File: config.mk
export PLATFORM = sky130hd
export DESIGN_NAME = vtba_cordic_stage
export DESIGN_NICKNAME = d
export VERILOG_FILES = /design/src/rtl/vtba_pkg.sv /design/src/rtl/vtba_cordic_stage.sv
export SDC_FILE = /design/constraint.sdc
export NUM_CORES = 1
export LEC_CHECK = 0
export BUFFER_PORTS_ARGS = -buffer_cell sky130_fd_sc_hd__buf_2
export CORE_MARGIN = 2
export CORE_UTILIZATION = 55
export CTS_CLUSTER_SIZE = 40
export DETAILED_ROUTE_END_ITERATION = 12
export PLACE_DENSITY_LB_ADDON = 0.2
export SLEW_MARGIN = 40
export SYNTH_ARGS = -nofsm -noshare
export SYNTH_HDL_FRONTEND = slang
export SYNTH_SLANG_ARGS = --single-unit
export TNS_END_PERCENT = 5
File: constraint.sdc
create_clock -name i_clk -period 5.2 [get_ports i_clk]
set_clock_uncertainty 0.15 [all_clocks]
set_input_delay 0.78 -clock i_clk [delete_from_list [all_inputs] [get_ports i_clk]]
set_output_delay 0.78 -clock i_clk [all_outputs]
set_load 0.05 [all_outputs]
File: src/rtl/vtba_pkg.sv
`timescale 1ns / 1ps
// ----------------------------------------------------------------------------
// vtba_pkg
// shared widths, angle constants and the cordic arctangent table
// ----------------------------------------------------------------------------
package vtba_pkg;

    localparam int IN_W       = 32;   // dx / dz width
    localparam int HEAD_W     = 16;   // heading width
    localparam int ANGLE_W    = 33;   // signed angle accumulator, pi == 2^31
    localparam int TABLE_LEN  = 25;   // entries in the arctangent table
    localparam int IDX_W      = 5;    // bits to index the table
    localparam int POS_W      = 5;    // bit position inside an IN_W word

    localparam int DEF_CORDIC_STAGES = 16;
    localparam int DEF_VECTOR_WIDTH  = 32;

    localparam logic signed [ANGLE_W-1:0] ANGLE_HALF_PI = 33'sh0_4000_0000;
    localparam logic        [ANGLE_W-1:0] ANGLE_PI      = 33'h0_8000_0000;

    // side information that rides along with every vector
    typedef struct packed {
        logic x_neg;
        logic z_neg;
        logic ax_zero;
        logic az_zero;
    } t_ctl;

    // atan(2^-i) * 2^31 / pi, rounded
    function automatic logic [31:0] atan_entry(input logic [IDX_W-1:0] idx);
        logic [31:0] v;
        case (idx)
            5'd0:  v = 32'd536870912;
            5'd1:  v = 32'd316933406;
            5'd2:  v = 32'd167458907;
            5'd3:  v = 32'd85004756;
            5'd4:  v = 32'd42667331;
            5'd5:  v = 32'd21354465;
            5'd6:  v = 32'd10679838;
            5'd7:  v = 32'd5340245;
            5'd8:  v = 32'd2670163;
            5'd9:  v = 32'd1335087;
            5'd10: v = 32'd667544;
            5'd11: v = 32'd333772;
            5'd12: v = 32'd166886;
            5'd13: v = 32'd83443;
            5'd14: v = 32'd41722;
            5'd15: v = 32'd20861;
            5'd16: v = 32'd10430;
            5'd17: v = 32'd5215;
            5'd18: v = 32'd2608;
            5'd19: v = 32'd1304;
            5'd20: v = 32'd652;
            5'd21: v = 32'd326;
            5'd22: v = 32'd163;
            5'd23: v = 32'd81;
            5'd24: v = 32'd41;
            default: v = 32'd0;
        endcase
        return v;
    endfunction

endpackage

File: src/rtl/vtba_cordic_stage.sv
`timescale 1ns / 1ps
// ----------------------------------------------------------------------------
// vtba_cordic_stage
// one registered cordic vectoring micro-rotation
// ----------------------------------------------------------------------------
module vtba_cordic_stage #(
    parameter int VECTOR_WIDTH = vtba_pkg::DEF_VECTOR_WIDTH,
    parameter int STAGE        = 0
) (
    input  logic                                   i_clk,
    input  logic                                   i_rst_n,
    input  logic                                   i_en,
    input  logic                                   i_valid,
    input  vtba_pkg::t_ctl                         i_ctl,
    input  logic signed [VECTOR_WIDTH+2:0]         i_x,
    input  logic signed [VECTOR_WIDTH+2:0]         i_y,
    input  logic signed [vtba_pkg::ANGLE_W-1:0]    i_z,
    output logic                                   o_valid,
    output vtba_pkg::t_ctl                         o_ctl,
    output logic signed [VECTOR_WIDTH+2:0]         o_x,
    output logic signed [VECTOR_WIDTH+2:0]         o_y,
    output logic signed [vtba_pkg::ANGLE_W-1:0]    o_z
);

    localparam logic signed [vtba_pkg::ANGLE_W-1:0] ATAN =
        $signed({1'b0, vtba_pkg::atan_entry(vtba_pkg::IDX_W'(STAGE))});

    logic                                 r_valid;
    vtba_pkg::t_ctl                       r_ctl;
    logic signed [VECTOR_WIDTH+2:0]       r_x;
    logic signed [VECTOR_WIDTH+2:0]       r_y;
    logic signed [vtba_pkg::ANGLE_W-1:0]  r_z;
    logic signed [VECTOR_WIDTH+2:0]       w_xs;
    logic signed [VECTOR_WIDTH+2:0]       w_ys;
    logic signed [VECTOR_WIDTH+2:0]       n_x;
    logic signed [VECTOR_WIDTH+2:0]       n_y;
    logic signed [vtba_pkg::ANGLE_W-1:0]  n_z;

    assign w_xs = i_x >>> STAGE;
    assign w_ys = i_y >>> STAGE;

    always_comb begin
        // rotate toward the x axis, direction from the sign of y
        if (!i_y[VECTOR_WIDTH+2]) begin
            n_x = i_x + w_ys;
            n_y = i_y - w_xs;
            n_z = i_z + ATAN;
        end else begin
            n_x = i_x - w_ys;
            n_y = i_y + w_xs;
            n_z = i_z - ATAN;
        end
    end

    always_ff @(posedge i_clk) begin
        if (!i_rst_n) begin
            r_valid <= 1'b0;
        end else if (i_en) begin
            r_valid <= i_valid;
        end
    end

    always_ff @(posedge i_clk) begin
        if (i_en) begin
            r_ctl <= i_ctl;
            r_x   <= n_x;
            r_y   <= n_y;
            r_z   <= n_z;
        end
    end

    assign o_valid = r_valid;
    assign o_ctl   = r_ctl;
    assign o_x     = r_x;
    assign o_y     = r_y;
    assign o_z     = r_z;

endmodule

==> metrics.yaml <==
slowest_stage: "a211oi_1"
grt_max_degree: 80
drt-wirelength-per-cell_um: 19.58
startpoint_type: "input pin"
switching_share_pct: 42.61
n_fill_cell: 1448
comb_power_share_pct: 42.6
p_seq_share_pct: 34.4
yosysMostFrequentCell: "a21oi_1"
antenna_found_initial: 1
path_max_fanout: 8
status: "completed"
p_int_uw: 1903
rows: 47
drt-total-wl_um: 28670
synth_common_cells: "a21oi_1, inv_1, edfxtp_1"
drtPass1Iterations: 5
synth_edf_count: 106
arrival_ns: 4.04
cts.sinks: 107
drv_cap: 0
switching_power_uw: 1413
synth_top_area_share_pct: 33.68
coreArea_um2: 16700
synthCells: 1051
cp_slowest_stage_delay_ns: 0.65
cp.required_ns: 5.17
ys_top_cells_by_area: "edfxtp_1, ha_1, a21oi_1, xnor2_1, inv_1"
clockBufferDepth: 2
area_growth_pct: 16.49
drive_gt1_share_pct: 20.58
cts_tree: "yes"
seq_area_frac_synth_pct: 33.89
hpwl_um: 22180
vdd_drop_max_mv: 0.1833
leakage_uw: 0.005013
via_per_inst: 5.965
cts_made_buffers: 9
worst_hold_path_type: "reg2reg"
worst_pin_slew_ns: 0.7541
multi_input_area_um2: 5642
synth_flop_cell: "edfxtp_1"
grt-ovfl-total: 0
timing.final.max_slew_violations: 0
drt-initial-drc-count: 835
synth.largest_area_cell: "edfxtp_1"
drt-met1-wl_um: 12230
gp_congestion: 0.9616
route.met2.wl_um: 12700
cp_cell_sequence: "buf_2 > inv_1 > ha_1 > nand2_1 > a221oi_1 > o41ai_1 > o21ai_0 > a211o_1 > a211oi_1 > nor2_1 > o22ai_2 > xnor2_1"
crit_type: "in2reg"
async_reset_ff_share_pct: 0
drc_errors: 0
setup_violations: 0
crit_family: "compound AO/OA/AOI/OAI gates"
min_period_ns: 4.070
ctsHoldBuffers: 0
nNetsFinal: 1458
ant_nets: 0
grt_pass1_wl_um: 43690
netlist_area_um2: 9452
end_kind: "flip-flop"
power.density_nw_per_um2: 301.1
rsz0062_at_grt: "no"
postLayoutCoreUtil_pct: 65.93
die_y_um: 135.1
design.die.area_um2: 18250
place.port_buffers: 218
min_period_over_period_pct: 78.28
start_util_pct: 56.59
grt.total_usage_pct: 30.78
fp.dieW_um: 135.1
cts_root_buffer: "clkbuf_16"
synth_area_per_cell_um2: 8.993
slew_headroom_pct: 49.73
ys_ff_latch: 107
fin_setup_tns_ns: 0
final_hold_viol_count: 0
n_antenna_cell: 0
ctsResizeCount: 0
regArea_um2: 3203
clk_pin_slew_ns: 0.09
dr_wl_met3_um: 2584
finalPower_uw: 3316
num_vias: 8733
max_freq_mhz: 245.7
synthDistinctLibCells: 70
syn_nets: 1270
post_cts_buffers: 0
crit_buf_inv: 2
yosys_warnings: 0
clkLatencyLatePin_ns: 0.36
power.share.clock_pct: 23.1
io_pins: 219
grt_pass1_vias: 8227
top_layer_used: "met5"
htreeDepth: 3
## sequential cells by signal, indices dropped and copies added (netlist names)
name	flops
o_valid	1
o_ctl	4
o_z	33
o_x	35
o_y	34
## final cells by class
cell class | count | area share, %
Multi-Input combinational cell | 786 | 51.24
Sequential cell | 107 | 29.09
Timing Repair Buffer | 223 | 10.33
Inverter | 112 | 3.818
Tap cell | 220 | 2.500
Clock buffer | 9 | 2.045
Clock inverter | 7 | 0.9773
## power by group through the flow
stage	combinational, µW	sequential [µW]	clock [µW]
2_1_floorplan	591	1590	0
3_3_place_gp	1380	1160	0
3_5_place_dp	1390	1160	0
4_1_cts	1400	1140	780
5_1_grt	1500	1150	801
6_report	1410	1140	765
## cells by family (layout without fill, tap and decap cells)
family                     count (synthesis)  count (layout)  share of synthesized area, %
AOI/OAI and AO/OA                        358             358                         24.28
and+or+nand+nor                          229             229                         12.07
buffers and inverters                    158             351                         6.420
adders and majority gates                108             108                         14.61
DFF                                      107             107                         33.89
xor gates and xnor gates                  69              69                         6.394
muxes                                     22              22                         2.330
## worst reg2reg max path: stages, from the launching register on
cell and delay, ns:
dfxtp_1 0.31, mux2i_1 0.12, nor2b_1 0.06
## path summary, 6_finish.rpt
kind | startpoint | endpoint | depth (start not counted) | slack, ns
worst max-delay path | i_x[4] | o_x[31] | 12 | 1.13
worst min-delay path | o_valid | o_valid | 2 | 0.38
worst max register to register | o_valid | o_valid | 2 | 4.46
worst min register to register | o_valid | o_valid | 2 | 0.38
## stage by stage
step | hold slack (ns) | cell area [µm²] | worst slack, ns | cells
2_1_floorplan | 0.5929 | 9452 | 1.758 | 1051
3_3_place_gp | 0.3487 | 10670 | 1.049 | 1448
3_5_place_dp | 0.3648 | 10680 | 0.9757 | 1448
4_1_cts | 0.3783 | 11010 | 1.377 | 1464
5_1_grt | 0.3997 | 11010 | 1.020 | 1464
6_report | 0.3772 | 11010 | 1.130 | 1464
## metal layers
metal	vias up	global-route usage [%]
met3	79	5.330
met5	-	0
li1	4160	-
met2	465	47.60
met4	2	14.00
met1	4027	42.38
## cell usage in the layout, fill, tap and decap left out, types with 22 or more instances in the layout
cell type / Yosys / layout
edfxtp_1: 106 / 106
o21ai_0: 71 / 71
mux2i_1: 22 / 22
a21oi_1: 122 / 122
xnor2_1: 58 / 58
ha_1: 104 / 104
inv_1: 111 / 111
nor2_1: 68 / 68
o21bai_1: 26 / 26
a21o_1: 35 / 35
nand2_1: 51 / 51
buf_2: 8 / 216
Note: power is estimated with default switching activity, not from simulation.
