File: src/rtl/vtba_pkg.sv
`timescale 1ns / 1ps
// ----------------------------------------------------------------------------
// vtba_pkg
// shared widths, angle constants and the cordic arctangent table
// ----------------------------------------------------------------------------
package vtba_pkg;

    localparam int IN_W       = 32;   // dx / dz width
    localparam int HEAD_W     = 16;   // heading width
    localparam int ANGLE_W    = 33;   // signed angle accumulator, pi == 2^31
    localparam int TABLE_LEN  = 25;   // entries in the arctangent table
    localparam int IDX_W      = 5;    // bits to index the table
    localparam int POS_W      = 5;    // bit position inside an IN_W word

    localparam int DEF_CORDIC_STAGES = 16;
    localparam int DEF_VECTOR_WIDTH  = 32;

    localparam logic signed [ANGLE_W-1:0] ANGLE_HALF_PI = 33'sh0_4000_0000;
    localparam logic        [ANGLE_W-1:0] ANGLE_PI      = 33'h0_8000_0000;

    // side information that rides along with every vector
    typedef struct packed {
        logic x_neg;
        logic z_neg;
        logic ax_zero;
        logic az_zero;
    } t_ctl;

    // atan(2^-i) * 2^31 / pi, rounded
    function automatic logic [31:0] atan_entry(input logic [IDX_W-1:0] idx);
        logic [31:0] v;
        case (idx)
            5'd0:  v = 32'd536870912;
            5'd1:  v = 32'd316933406;
            5'd2:  v = 32'd167458907;
            5'd3:  v = 32'd85004756;
            5'd4:  v = 32'd42667331;
            5'd5:  v = 32'd21354465;
            5'd6:  v = 32'd10679838;
            5'd7:  v = 32'd5340245;
            5'd8:  v = 32'd2670163;
            5'd9:  v = 32'd1335087;
            5'd10: v = 32'd667544;
            5'd11: v = 32'd333772;
            5'd12: v = 32'd166886;
            5'd13: v = 32'd83443;
            5'd14: v = 32'd41722;
            5'd15: v = 32'd20861;
            5'd16: v = 32'd10430;
            5'd17: v = 32'd5215;
            5'd18: v = 32'd2608;
            5'd19: v = 32'd1304;
            5'd20: v = 32'd652;
            5'd21: v = 32'd326;
            5'd22: v = 32'd163;
            5'd23: v = 32'd81;
            5'd24: v = 32'd41;
            default: v = 32'd0;
        endcase
        return v;
    endfunction

endpackage

File: src/rtl/vtba_prep.sv
`timescale 1ns / 1ps
// ----------------------------------------------------------------------------
// vtba_prep
// magnitude / quadrant fold, top-bit search and normalizing shift, 3 stages
// ----------------------------------------------------------------------------
module vtba_prep #(
    parameter int VECTOR_WIDTH = vtba_pkg::DEF_VECTOR_WIDTH
) (
    input  logic                               i_clk,
    input  logic                               i_rst_n,
    input  logic                               i_en,
    input  logic                               i_valid,
    input  logic signed [vtba_pkg::IN_W-1:0]   i_dx,
    input  logic signed [vtba_pkg::IN_W-1:0]   i_dz,
    output logic                               o_valid,
    output vtba_pkg::t_ctl                     o_ctl,
    output logic [VECTOR_WIDTH-1:0]            o_x,
    output logic [VECTOR_WIDTH-1:0]            o_y
);

    localparam int WIDE_W = vtba_pkg::IN_W + VECTOR_WIDTH - 1;

    // stage a: fold to magnitudes
    logic                           r_va;
    vtba_pkg::t_ctl                 r_ctl_a;
    logic [vtba_pkg::IN_W-1:0]      r_ax_a;
    logic [vtba_pkg::IN_W-1:0]      r_az_a;
    vtba_pkg::t_ctl                 n_ctl_a;
    logic [vtba_pkg::IN_W-1:0]      n_ax_a;
    logic [vtba_pkg::IN_W-1:0]      n_az_a;

    // stage b: top set bit of the larger magnitude
    logic                           r_vb;
    vtba_pkg::t_ctl                 r_ctl_b;
    logic [vtba_pkg::IN_W-1:0]      r_ax_b;
    logic [vtba_pkg::IN_W-1:0]      r_az_b;
    logic [vtba_pkg::POS_W-1:0]     r_pos_b;
    logic [vtba_pkg::IN_W-1:0]      w_max;
    logic [vtba_pkg::POS_W-1:0]     n_pos_b;

    // stage c: shift so the top bit lands on VECTOR_WIDTH-1
    logic                           r_vc;
    vtba_pkg::t_ctl                 r_ctl_c;
    logic [VECTOR_WIDTH-1:0]        r_x_c;
    logic [VECTOR_WIDTH-1:0]        r_y_c;
    logic [WIDE_W-1:0]              w_wide_z;
    logic [WIDE_W-1:0]              w_wide_x;

    always_comb begin
        n_ctl_a.x_neg   = i_dx[vtba_pkg::IN_W-1];
        n_ctl_a.z_neg   = i_dz[vtba_pkg::IN_W-1];
        n_ctl_a.ax_zero = (i_dx == '0);
        n_ctl_a.az_zero = (i_dz == '0);
        // two's complement negate of the most negative value gives 2^31 unsigned
        n_ax_a = n_ctl_a.x_neg ? (~i_dx + 1'b1) : i_dx;
        n_az_a = n_ctl_a.z_neg ? (~i_dz + 1'b1) : i_dz;
    end

    always_comb begin
        w_max   = (r_az_a > r_ax_a) ? r_az_a : r_ax_a;
        n_pos_b = '0;
        for (int i = 1; i < vtba_pkg::IN_W; i++) begin
            if (w_max[i]) begin
                n_pos_b = vtba_pkg::POS_W'(i);
            end
        end
    end

    // value * 2^(VW-1) / 2^pos covers both the left and the truncating right shift
    assign w_wide_z = {r_az_b, {(VECTOR_WIDTH-1){1'b0}}} >> r_pos_b;
    assign w_wide_x = {r_ax_b, {(VECTOR_WIDTH-1){1'b0}}} >> r_pos_b;

    always_ff @(posedge i_clk) begin
        if (!i_rst_n) begin
            r_va <= 1'b0;
            r_vb <= 1'b0;
            r_vc <= 1'b0;
        end else if (i_en) begin
            r_va <= i_valid;
            r_vb <= r_va;
            r_vc <= r_vb;
        end
    end

    always_ff @(posedge i_clk) begin
        if (i_en) begin
            r_ctl_a <= n_ctl_a;
            r_ax_a  <= n_ax_a;
            r_az_a  <= n_az_a;
            r_ctl_b <= r_ctl_a;
            r_ax_b  <= r_ax_a;
            r_az_b  <= r_az_a;
            r_pos_b <= n_pos_b;
            r_ctl_c <= r_ctl_b;
            r_x_c   <= w_wide_z[VECTOR_WIDTH-1:0];
            r_y_c   <= w_wide_x[VECTOR_WIDTH-1:0];
        end
    end

    assign o_valid = r_vc;
    assign o_ctl   = r_ctl_c;
    assign o_x     = r_x_c;
    assign o_y     = r_y_c;

endmodule

File: config.mk
export PLATFORM = sky130hd
export DESIGN_NAME = vtba_prep
export DESIGN_NICKNAME = d
export VERILOG_FILES = /design/src/rtl/vtba_pkg.sv /design/src/rtl/vtba_prep.sv
export SDC_FILE = /design/constraint.sdc
export NUM_CORES = 1
export LEC_CHECK = 0
export BUFFER_PORTS_ARGS = -buffer_cell sky130_fd_sc_hd__buf_2
export CORE_MARGIN = 2
export CORE_UTILIZATION = 59
export DETAILED_ROUTE_END_ITERATION = 8
export GPL_TIMING_DRIVEN = 0
export PLACE_DENSITY_LB_ADDON = 0.12
export SYNTH_ARGS = -nofsm -noshare
export SYNTH_HDL_FRONTEND = slang
export SYNTH_SLANG_ARGS = --single-unit
File: constraint.sdc
create_clock -name i_clk -period 3.45 [get_ports i_clk]
set_input_delay 0.345 -clock i_clk [delete_from_list [all_inputs] [get_ports i_clk]]
set_output_delay 0.345 -clock i_clk [all_outputs]
set_load 0.03 [all_outputs]
==> reports/metrics.yaml <==
outcome:
  status: "finished clean"
clock_tree:
  cts_buffers: 23
  h-tree-depth: 1
  clock_latency_ps: 510
  hold_buffers: 0
  cts_root_buf: "clkbuf_16"
  clock-sinks: 212
  cts_tree: "yes"
  cts_setup_buffers: 0
  path_clk_slew_ps: 60
  cts_buffer_depth: 3
die:
  die_width_um: 147.1
  io_pins: 137
  start_util_pct: 59.88
  dieArea_sq_um: 21630
  die_y_um: 147.1
  rows: 52
  core_sq_um: 20170
routing:
  drtIter0Drc: 826
  wl_um: 30330
  vias: 9082
  viasPerCell: 6.059
  drcViolationCount: 0
  final_antenna_net_count: 0
  wl_per_cell_um: 20.23
  detail_route.first_pass.iterations: 5
critical_path:
  path_class: "reg2reg"
  path_max_fanout: 10
  cp-end-kind: "flop"
  critical_path_arrival_ps: 3500
  required_ps: 3790
  crit_path_start_kind: "flop"
grt:
  grt_max_degree: 117
  use_met3_pct: 3.540
  grt_first_pass_wirelength_um: 48570
  grt_use_total_pct: 28.75
  antenna_found_initial: 0
  met1_usage_pct: 37.04
  grt_pass1_vias: 8941
  gr-total-overflow: 0
  grt_use_met2_pct: 48.57
  busiest_layer: "met2"
timing:
  drv_slew: 0
  finalHoldViolations: 0
  slew_headroom_pct: 40.69
  skew_ps: 16.41
  min_period_ps: 3160
  layout_setup_ws_ps: 290.1
  rsz0062_at_grt: "false"
  period_share_pct: 91.59
  fmax_ghz: 0.3165
  holdWs_ps: 33.91
  tightest_slew_ps: 880.4
  finalSetupViolCount: 0
placement:
  place_inst: 1460
  place_ws_ps: 42.77
  detailed_place_hpwl_um: 23610
  gp_congestion: 0.9659
  io_buffers: 136
yosys:
  synth_area_sq_um: 12080
  synth_cell_types: 58
  seq_area_frac_synth_pct: 52.47
  synth-seq-cells: 212
  avgSynthCellArea_sq_um: 11.47
  ys_top_cells_by_count: "209 x edfxtp_1, 103 x nand2_1, 83 x o21ai_0"
  synth_top_area_share_pct: 51.97
  yosysMostFrequentCell: "edfxtp_1"
  ys_top_cells_by_area: "edfxtp_1 52%, mux2i_1 6.5%, xnor2_1 4.1%"
  async_flop_share_pct: 0
  synth_top_area_cell: "edfxtp_1"
  syn_inst: 1053
  synth_nets: 1155
  synth_edf_count: 209
  synth_warnings: 0
  synth_ff_type: "edfxtp_1"
layout:
  drive_gt1_share_pct: 19.04
  nets: 1316
  syn_to_final_growth_pct: 14.90
  diodes: 0
  fin_cells: 1499
  fillCellCount: 1558
power_and_ir_drop:
  p_leak_nw: 5.273
  power_density_nw_per_um2: 534.8
  irDropWorstVdd_uv: 358.9
worst_hold_path:
  hp-class: "in2reg"
job:
  drv_cap: 0
kinds of logic (layout without fill, tap and decap cells):
| group | after synthesis | count (layout) | synth area share (%) |
|---|---|---|---|
| simple gates | 289 | 289 | 11.59 |
| compound gates | 233 | 233 | 12.12 |
| flops | 212 | 212 | 52.47 |
| mux | 125 | 125 | 12.90 |
| buf+inv | 102 | 278 | 3.191 |
| xor+xnor | 58 | 58 | 4.206 |
| fa+ha+maj | 34 | 34 | 3.523 |
per-layer routing:
| metal | wire length, um | vias up |
|---|---|---|
| li1 | - | 4328 |
| met1 | 12330 | 4246 |
| met2 | 14680 | 415 |
| met3 | 1897 | 93 |
| met4 | 1413 | 0 |
| met5 | 0 | - |
worst paths after layout:
check | startpoint | endpoint | slack (ps) | cells after the start
max reg2reg | r_pos_b[0]$_SDFFCE_PP1P_ | o_y[31]$_DFFE_PP_ | 290 | 9
min | i_dz[0] | r_az_a[0]$_DFFE_PP_ | 30 | 1
min reg2reg | r_ctl_b[0]$_DFFE_PP_ | o_ctl[0]$_DFFE_PP_ | 420 | 0
max | r_pos_b[0]$_SDFFCE_PP1P_ | o_y[31]$_DFFE_PP_ | 290 | 9
report_power, final:
| group | leakage, nW | switching, mW | internal [mW] | total, mW |
|---|---|---|---|---|
| clock network | 0.352 | 0.954 | 1.45 | 2.41 |
| logic | 2.85 | 1.02 | 0.628 | 1.65 |
| registers | 2.07 | 0.200 | 3.16 | 3.36 |
placed cells by master, fill, tap and decap left out, drive strengths merged, types with 5 or more instances in the layout:
cell type | netlist | final
buf | 12 | 148
nand2b | 7 | 7
nor2 | 69 | 69
or3 | 13 | 13
nor4 | 17 | 17
clkbuf | 41 | 69
o21ai | 84 | 84
mux2 | 25 | 25
nor2b | 15 | 15
a211oi | 11 | 11
and3 | 5 | 5
nor3 | 7 | 7
o22ai | 12 | 12
edfxtp | 209 | 209
ha | 34 | 34
nand4 | 9 | 9
or4 | 8 | 8
mux4 | 22 | 22
inv | 49 | 50
xnor2 | 57 | 57
and2 | 6 | 6
nand3 | 19 | 19
o31ai | 21 | 21
o41ai | 8 | 8
nand2 | 103 | 103
a21boi | 6 | 6
o211ai | 20 | 20
a21oi | 47 | 47
mux2i | 78 | 78
final cells by class:
type / count / area (sq um) / area share, %
Buffer: 52 / 200.2 / 1.443
Clock buffer: 28 / 594.3 / 4.283
Sequential cell: 212 / 6336 / 45.66
Multi-Input combinational cell: 739 / 5355 / 38.59
Inverter: 49 / 183.9 / 1.326
Tap cell: 270 / 337.8 / 2.435
Timing Repair Buffer: 137 / 718.2 / 5.176
Clock inverter: 12 / 150.1 / 1.082
critical path, stage by stage (launching register included):
cell	delay [ps]
edfxtp_1	330
buf_2	310
clkbuf_1	600
clkbuf_2	480
mux2i_1	130
nand2_1	100
o21ai_0	140
o21ai_0	530
o21ai_0	200
o21ai_0	180
sequential cells by signal, summed over array words and instances (netlist names):
signal	count
r_az_a	32
r_ctl_b	4
r_vb	1
o_ctl	4
r_pos_b	5
r_va	1
r_az_b	32
o_x	32
o_y	32
r_ax_b	32
r_ax_a	32
o_valid	1
r_ctl_a	4
metrics by stage:
stage / area (sq um) / util (%) / total power [mW] / TNS [ps]
final: 13880 / 68.80 / 7.420 / 0
after global placement: 13100 / 64.93 / 5.022 / -119060
after detailed placement: 13130 / 65.11 / 5.033 / 0
after CTS: 13880 / 68.80 / 7.441 / 0
after global routing: 13880 / 68.80 / 7.737 / 0
after floorplan: 12080 / - / 4.455 / 0
repair_timing:
action / 4_1_cts / 5_1_grt
setup endpoints to repair: 0 / 14
resized for setup: 0 / 4
endpoints found under the hold margin: 0 / 0
Note: power is estimated with default switching activity, not from simulation.
