[src/rtl/vtba_pkg.sv]
`timescale 1ns / 1ps
// ----------------------------------------------------------------------------
// vtba_pkg
// shared widths, angle constants and the cordic arctangent table
// ----------------------------------------------------------------------------
package vtba_pkg;

    localparam int IN_W       = 32;   // dx / dz width
    localparam int HEAD_W     = 16;   // heading width
    localparam int ANGLE_W    = 33;   // signed angle accumulator, pi == 2^31
    localparam int TABLE_LEN  = 25;   // entries in the arctangent table
    localparam int IDX_W      = 5;    // bits to index the table
    localparam int POS_W      = 5;    // bit position inside an IN_W word

    localparam int DEF_CORDIC_STAGES = 16;
    localparam int DEF_VECTOR_WIDTH  = 32;

    localparam logic signed [ANGLE_W-1:0] ANGLE_HALF_PI = 33'sh0_4000_0000;
    localparam logic        [ANGLE_W-1:0] ANGLE_PI      = 33'h0_8000_0000;

    // side information that rides along with every vector
    typedef struct packed {
        logic x_neg;
        logic z_neg;
        logic ax_zero;
        logic az_zero;
    } t_ctl;

    // atan(2^-i) * 2^31 / pi, rounded
    function automatic logic [31:0] atan_entry(input logic [IDX_W-1:0] idx);
        logic [31:0] v;
        case (idx)
            5'd0:  v = 32'd536870912;
            5'd1:  v = 32'd316933406;
            5'd2:  v = 32'd167458907;
            5'd3:  v = 32'd85004756;
            5'd4:  v = 32'd42667331;
            5'd5:  v = 32'd21354465;
            5'd6:  v = 32'd10679838;
            5'd7:  v = 32'd5340245;
            5'd8:  v = 32'd2670163;
            5'd9:  v = 32'd1335087;
            5'd10: v = 32'd667544;
            5'd11: v = 32'd333772;
            5'd12: v = 32'd166886;
            5'd13: v = 32'd83443;
            5'd14: v = 32'd41722;
            5'd15: v = 32'd20861;
            5'd16: v = 32'd10430;
            5'd17: v = 32'd5215;
            5'd18: v = 32'd2608;
            5'd19: v = 32'd1304;
            5'd20: v = 32'd652;
            5'd21: v = 32'd326;
            5'd22: v = 32'd163;
            5'd23: v = 32'd81;
            5'd24: v = 32'd41;
            default: v = 32'd0;
        endcase
        return v;
    endfunction

endpackage

[src/rtl/vtba_finish.sv]
`timescale 1ns / 1ps
// ----------------------------------------------------------------------------
// vtba_finish
// clamp, axis cases, quadrant restore and output register
// ----------------------------------------------------------------------------
module vtba_finish (
    input  logic                                   i_clk,
    input  logic                                   i_rst_n,
    input  logic                                   i_en,
    input  logic                                   i_valid,
    input  vtba_pkg::t_ctl                         i_ctl,
    input  logic signed [vtba_pkg::ANGLE_W-1:0]    i_z,
    output logic                                   o_valid,
    output logic [vtba_pkg::HEAD_W-1:0]            o_heading
);

    logic                                 r_valid;
    logic [vtba_pkg::HEAD_W-1:0]          r_heading;
    logic signed [vtba_pkg::ANGLE_W-1:0]  w_clamp;
    logic [vtba_pkg::ANGLE_W-1:0]         w_ang;
    logic [vtba_pkg::ANGLE_W-1:0]         w_fold;
    logic [vtba_pkg::HEAD_W-1:0]          w_mag;
    logic [vtba_pkg::HEAD_W-1:0]          n_heading;

    always_comb begin
        if (i_z < 0) begin
            w_clamp = '0;
        end else if (i_z > vtba_pkg::ANGLE_HALF_PI) begin
            w_clamp = vtba_pkg::ANGLE_HALF_PI;
        end else begin
            w_clamp = i_z;
        end

        // vector on an axis skips the cordic result
        if (i_ctl.ax_zero) begin
            w_ang = '0;
        end else if (i_ctl.az_zero) begin
            w_ang = vtba_pkg::ANGLE_HALF_PI;
        end else begin
            w_ang = w_clamp;
        end

        w_fold    = i_ctl.z_neg ? (vtba_pkg::ANGLE_PI - w_ang) : w_ang;
        w_mag     = w_fold[31:16];
        n_heading = i_ctl.x_neg ? (~w_mag + 1'b1) : w_mag;
    end

    always_ff @(posedge i_clk) begin
        if (!i_rst_n) begin
            r_valid <= 1'b0;
        end else if (i_en) begin
            r_valid <= i_valid;
        end
    end

    always_ff @(posedge i_clk) begin
        if (i_en) begin
            r_heading <= n_heading;
        end
    end

    assign o_valid   = r_valid;
    assign o_heading = r_heading;

endmodule

[config.mk]
export PLATFORM = sky130hd
export DESIGN_NAME = vtba_finish
export DESIGN_NICKNAME = d
export VERILOG_FILES = /design/src/rtl/vtba_pkg.sv /design/src/rtl/vtba_finish.sv
export SDC_FILE = /design/constraint.sdc
export NUM_CORES = 1
export LEC_CHECK = 0
export BUFFER_PORTS_ARGS = -buffer_cell sky130_fd_sc_hd__clkbuf_2
export CAP_MARGIN = 25
export CORE_ASPECT_RATIO = 1.1
export CORE_MARGIN = 1.5
export CORE_UTILIZATION = 45
export DETAILED_ROUTE_END_ITERATION = 16
export PLACE_DENSITY = 0.74
export RECOVER_POWER = 100
export SLEW_MARGIN = 20
export SYNTH_ARGS = -nofsm -noshare
export SYNTH_HDL_FRONTEND = slang
export SYNTH_SLANG_ARGS = --single-unit
export TNS_END_PERCENT = 1
[constraint.sdc]
create_clock -name i_clk -period 8.9 [get_ports i_clk]
set_clock_uncertainty 0.2 [all_clocks]
set_input_delay 0.89 -clock i_clk [delete_from_list [all_inputs] [get_ports i_clk]]
set_output_delay 0.89 -clock i_clk [all_outputs]
set_load 0.05 [all_outputs]
==> results of run 1 <==
[worst max-delay path, cell delays in order]
cell	delay [ns]
clkbuf_2	0.08
nor4_1	0.29
nand4_1	0.62
or4_1	0.77
a21o_1	0.41
or2_2	0.40
ha_1	0.24
o21ai_0	0.28
o31ai_1	0.21
xnor2_1	0.15
[state kept, by name (all words and copies together), names as in the netlist]
register   count
o_valid        1
o_heading     16
[through the flow]
step,area [µm²],std cells,utilization [%]
2_1_floorplan,1490,173,-
3_3_place_gp,1750,251,56.4
3_5_place_dp,1750,251,56.4
4_1_cts,1770,255,57.2
5_1_grt,1740,255,56.3
6_report,1740,255,56.3
[layout make-up]
type	count	area share [%]
flip-flops and latches	17	28.7
well taps	34	2.44
multi-input cells	139	51.4
clock buffers	4	1.51
repair buffers	57	15.1
inverters	4	0.861
[final timing paths]
| path | startpoint | end | slack, ns | cells after the start |
|---|---|---|---|---|
| hold / removal | o_valid$_SDFFE_PN0P_ | o_valid$_SDFFE_PN0P_ | 0.34 | 2 |
| setup / recovery | i_z[8] | o_heading[12]$_DFFE_PP_ | 4.37 | 10 |
| setup reg to reg | o_valid$_SDFFE_PN0P_ | o_valid$_SDFFE_PN0P_ | 8.09 | 2 |
| hold reg to reg | o_valid$_SDFFE_PN0P_ | o_valid$_SDFFE_PN0P_ | 0.34 | 2 |
[power by group through the flow]
stage                     clock (mW)  sequential [mW]  combinational, mW
after CTS                     0.0401           0.0944             0.0661
after detailed placement           0           0.0962             0.0661
after floorplan                    0            0.116             0.0261
after global placement             0           0.0962             0.0653
final                         0.0385           0.0943             0.0643
after global routing          0.0436           0.0948             0.0704
[logic make-up after synthesis]
| group | Yosys count |
|---|---|
| XOR/XNOR | 22 |
| AND/OR/NAND/NOR | 66 |
| AO/OA/AOI/OAI | 46 |
| flip-flops | 17 |
| buffers and inverters | 17 |
| multiplexers | 4 |
| adder cells (fa/ha/maj) | 1 |
[metal layers]
metal | global-route usage, % | share of wire (%) | up-vias
met2 | 29.5 | 47 | 48
met5 | 0 | 0 | -
met3 | 0.821 | 5.3 | 2
li1 | - | - | 737
met1 | 23.5 | 46 | 633
met4 | 6.98 | 0.89 | 0
[layout by cell type, fill, tap and decap left out, drive strengths merged, types with 4 or more instances in the layout]
master,Yosys,routed
nand2,15,15
nand3,5,5
xor2,9,9
clkbuf,9,61
xnor2,13,13
nor2,17,17
mux2i,4,4
nor4,5,5
edfxtp,16,16
o31ai,9,9
or2,4,4
or4,4,4
a21oi,5,5
o21ai,14,14
inv,4,4
==> impl_metrics.tcl, run 1 <==
set metrics [dict create \
    combPwrFrac_pct 32.6 \
    violations "design-rule violations" \
    tightest_slew_ns 0.891 \
    post-route-period-util_pct 50.9 \
    setup_violations 0 \
    io_pins 58 \
    area_delta_synth_final_pct 17.3 \
    cts_resized 0 \
    synthCells 173 \
    clkPwrFrac_pct 19.5 \
    post-place-ws_ns 4.30 \
    synth_top_area_share_pct 32.3 \
    fin_ws_ns 4.37 \
    wire_per_inst_um 11.8 \
    die_x_um 57.8 \
    critPathMaxFanout 22 \
    nNetsFinal 264 \
    grt_max_degree 24 \
    synthMuxAreaShare_pct 2.69 \
    clk_latency_ns 0.28 \
    synth_top_cell_by_area "edfxtp_1" \
    synth-compound-area-share_pct 21.6 \
    finalPower_uw 197 \
    via_per_inst 5.57 \
    ys_ff_latch 17 \
    synthesis.nets 215 \
    slew_headroom_pct 40.6 \
    synthXorXnorAreaFrac_pct 13.0 \
    drv_slew 0 \
    dr.first_iter.drc_count 25 \
    power.switching_uw 66.0 \
    regArea_um2 500 \
    place.port_buffers 57 \
    cp_data_required_time_ns 8.73 \
    synth_area_leaders "edfxtp_1, xnor2_1, xor2_1, o31ai_1, nor2_1" \
    numCtsBuffers 3 \
    htreeDepth 1 \
    syn_area_per_cell_um2 8.59 \
    power.static_leakage_nw 0.689 \
    fmax_mhz 221 \
    seq_power_share_pct 47.9 \
    holdBufCountCts 0 \
    ir_worst_vdd_uv 40.4 \
    drtPass1Iterations 10 \
    synth-edff-count 16 \
    p_sw_share_pct 33.5 \
    yosysSeqAreaShare_pct 33.7 \
    status "complete, but fails checks" \
    fp.dieH_um 63.3 \
    track_usage_pct 17.6 \
    dieArea_um2 3660 \
    synth_commonest_cells "nor2_1, edfxtp_1, nand2_1, xnor2_1, o21ai_0" \
    synthAdderAreaFrac_pct 0.842 \
    yosysMostFrequentCell "nor2_1" \
    end_kind "register" \
    ys_warn_count 0 \
    cts_tree "yes" \
    power-per-cell-area_nw_per_um2 113 \
    cts.sinks 17 \
    num_vias 1420 \
    place_congestion 0.800 \
    async_reset_ff_share_pct 0 \
    rsz0062_at_grt "no" \
    hold_viol_final 0 \
    multi_input_area_um2 897 \
    dp_hpwl_um 2460 \
    ys.flop_type "edfxtp_1" \
    clk_path_buf_depth 2 \
    grt_pass1_vias 1285 \
    clk_pin_slew_ns 0.09 \
    coreArea_um2 3100 \
    start_kind "input port" \
    ant_nets 0 \
    routed_wl_um 3020 \
    maxCapViolations 0 \
    synth_simple_gate_area_share_pct 22.7 \
    antenna_found_initial 0 \
    setup_tns_ns 0 \
    rows 21 \
    synth_area_um2 1490 \
    p_int_uw 131 \
    yosysUniqueCellTypes 42 \
    hold_class "reg -> reg" \
    cp.arrival_ns 4.36 \
    drc 4 \
    critPathKind "in -> reg" \
    whs_ns 0.340 \
    synth_top_family_by_area "simple AND/OR/NAND/NOR gates" \
    grt_pass1_wl_um 5240 \
    post_cts_buffers 0 \
    diodes 0 \
    fill_cells 332 \
    initial_core_util_pct 47.9 \
    cts_root_buf "clkbuf_4" \
    post-route-min-period_ns 4.53 \
    grt.overflow.total 0 \
    drive_gt1_share_pct 22.2 \
]
Power figures use the tool's default switching activity.
==> inputs of run 2 (changes only) <==
==> constraint.sdc (replaced) <==
create_clock -name i_clk -period 4.51 [get_ports i_clk]
set_clock_uncertainty 0.2 [all_clocks]
set_input_delay 0.451 -clock i_clk [delete_from_list [all_inputs] [get_ports i_clk]]
set_output_delay 0.451 -clock i_clk [all_outputs]
set_load 0.05 [all_outputs]
==> run 2 against run 1 <==
  * The run still ends with design-rule violations left
  * Clock-buffer cell count unchanged
  * Worst hold slack worse by 0.15 ns
  * Sequential power increased by 97%
  * Sequential cell count unchanged
  * Final area is 0.36% higher
  * Worst setup slack got worse by 3.7 ns
  * Highest routed layer unchanged
  * Non-clock buffer count increased by 2
  * Critical path type unchanged
==> impl_metrics.tcl, run 2 (synthesis gave the netlist of run 1 again) <==
set metrics [dict create \
    setup_violations 0 \
    post-place-cells 253 \
    fmax_mhz 258 \
    post-place-ws_ns 0.619 \
    hold_class "in -> reg" \
    worstPathBufferInverterCount 1 \
    die_x_um 57.8 \
    slowest_stage "or4_1" \
    ir_worst_vdd_uv 81.0 \
    crit_family "simple AND/OR/NAND/NOR gates" \
    post_cts_buffers 0 \
    maxCapViolations 0 \
    crit_start "i_z[16]" \
    post-route-min-period_ns 3.87 \
    grt_pass1_vias 1270 \
    tightest_slew_ns 0.860 \
    crit_chain "clkbuf_1 -> or4_1 -> or4_1 -> or4_1 -> a21o_1 -> or2_2 -> ha_1 -> o21ai_0 -> o31ai_1 -> xnor2_1" \
    initial_core_util_pct 47.9 \
    via_per_inst 5.48 \
    hold_viol_final 0 \
    start_kind "input port" \
    dieArea_um2 3660 \
    critPathMaxFanout 9 \
    worstReg2RegStart "o_valid$_SDFFE_PN0P_" \
    numCtsBuffers 3 \
    cp.arrival_ns 3.70 \
    nNetsFinal 266 \
    cp-endpoint "o_heading[12]$_DFFE_PP_" \
    cts_root_buf "clkbuf_4" \
    stdcell_count 257 \
    place.port_buffers 57 \
    area_delta_synth_final_pct 17.8 \
    status "complete, but fails checks" \
    place_congestion 0.806 \
    final_common_cell "clkbuf_2" \
    cts_tree "yes" \
    clk_latency_ns 0.27 \
    ant_nets 0 \
    cp_data_required_time_ns 4.34 \
    fill_cells 306 \
    violations "design-rule violations" \
    holdBufCountCts 0 \
    htreeDepth 1 \
    power.static_leakage_nw 0.690 \
    path_common_cell "or4_1" \
    dr.first_iter.drc_count 31 \
    grt_max_degree 24 \
    largest_reg_flops 16 \
    routed_wl_um 3070 \
    diodes 0 \
    timing.rr.end "o_valid$_SDFFE_PN0P_" \
    drtPass1Iterations 10 \
    final_cell_mix "clkbuf_2, clkbuf_1, nor2_1" \
    antenna_found_initial 0 \
    num_vias 1408 \
    critPathKind "in -> reg" \
    cts_resized 0 \
    setup_tns_ns 0 \
    cp_slowest_stage_delay_ns 0.63 \
    r2r_slack_ns 3.72 \
    fin_ws_ns 0.636 \
    track_usage_pct 18.1 \
    clk_pin_slew_ns 0.08 \
    grt_pass1_wl_um 5340 \
    rows 21 \
    grt.overflow.total 0 \
    cts.sinks 17 \
    utilization_pct 56.5 \
    rsz0062_at_grt "no" \
    slew_headroom_pct 42.6 \
    coreArea_um2 3100 \
    path_depth 10 \
    drc 4 \
    dp_hpwl_um 2500 \
    wire_per_inst_um 12.0 \
    post-route-period-util_pct 85.9 \
    io_pins 58 \
    power-per-cell-area_nw_per_um2 221 \
    clk_path_buf_depth 2 \
    rr_worst_depth 2 \
    fp.dieH_um 63.3 \
    drive_gt1_share_pct 21.5 \
    drv_slew 0 \
    end_kind "register" \
]
run 2: cell count changes in the layout (fill, tap and decap cells not counted), sizes merged:
cell | before | now
buf | 0 | 1
clkbuf | 61 | 62
run 2: worst min path at each step:
stage                              start                     end  slack [ns]  depth (start not counted)
floorplan                           i_en  o_heading[0]$_DFFE_PP_        0.36                          0
global route                     i_rst_n    o_valid$_SDFFE_PN0P_        0.21                          2
detailed placement  o_valid$_SDFFE_PN0P_    o_valid$_SDFFE_PN0P_        0.31                          2
CTS                              i_rst_n    o_valid$_SDFFE_PN0P_        0.19                          2
global placement    o_valid$_SDFFE_PN0P_    o_valid$_SDFFE_PN0P_        0.31                          2
finish                           i_rst_n    o_valid$_SDFFE_PN0P_        0.19                          2
run 2: final cells by class:
class,count,area (µm²),area share (%)
Timing Repair Buffer,59,273,15.6
Multi-Input combinational cell,139,893,51.0
Inverter,4,15.0,0.858
Clock buffer,4,26.3,1.50
Tap cell,34,42.5,2.43
Sequential cell,17,500,28.6
run 2: routing by layer:
metal	up-vias	part of all wire [%]	global-route usage, %
met4	0	1.4	7.85
li1	743	-	-
met3	4	4.6	0.616
met5	-	0	0
met2	43	48	30.5
met1	618	46	23.8
run 2: per-stage QoR:
| stage | hold slack, ns | cell area (µm²) | total power [mW] |
|---|---|---|---|
| final | 0.194 | 1750 | 0.386 |
| after global routing | 0.210 | 1750 | 0.409 |
| after CTS | 0.188 | 1790 | 0.395 |
| after detailed placement | 0.305 | 1760 | 0.320 |
| after global placement | 0.309 | 1760 | 0.319 |
| after floorplan | 0.363 | 1490 | 0.280 |
run 2: report_power, final:
part | internal, mW | leakage, nW | switching, mW | total [mW]
registers | 0.184 | 0.161 | 0.00244 | 0.186
clock network | 0.0342 | 0.0150 | 0.0397 | 0.0740
logic | 0.0404 | 0.514 | 0.0860 | 0.126
total | 0.258 | 0.690 | 0.128 | 0.386
run 2: worst reg2reg max path: stages (launching register included):
cell	delay [ns]
dfxtp_1	0.31
mux2i_1	0.12
nor2b_1	0.06
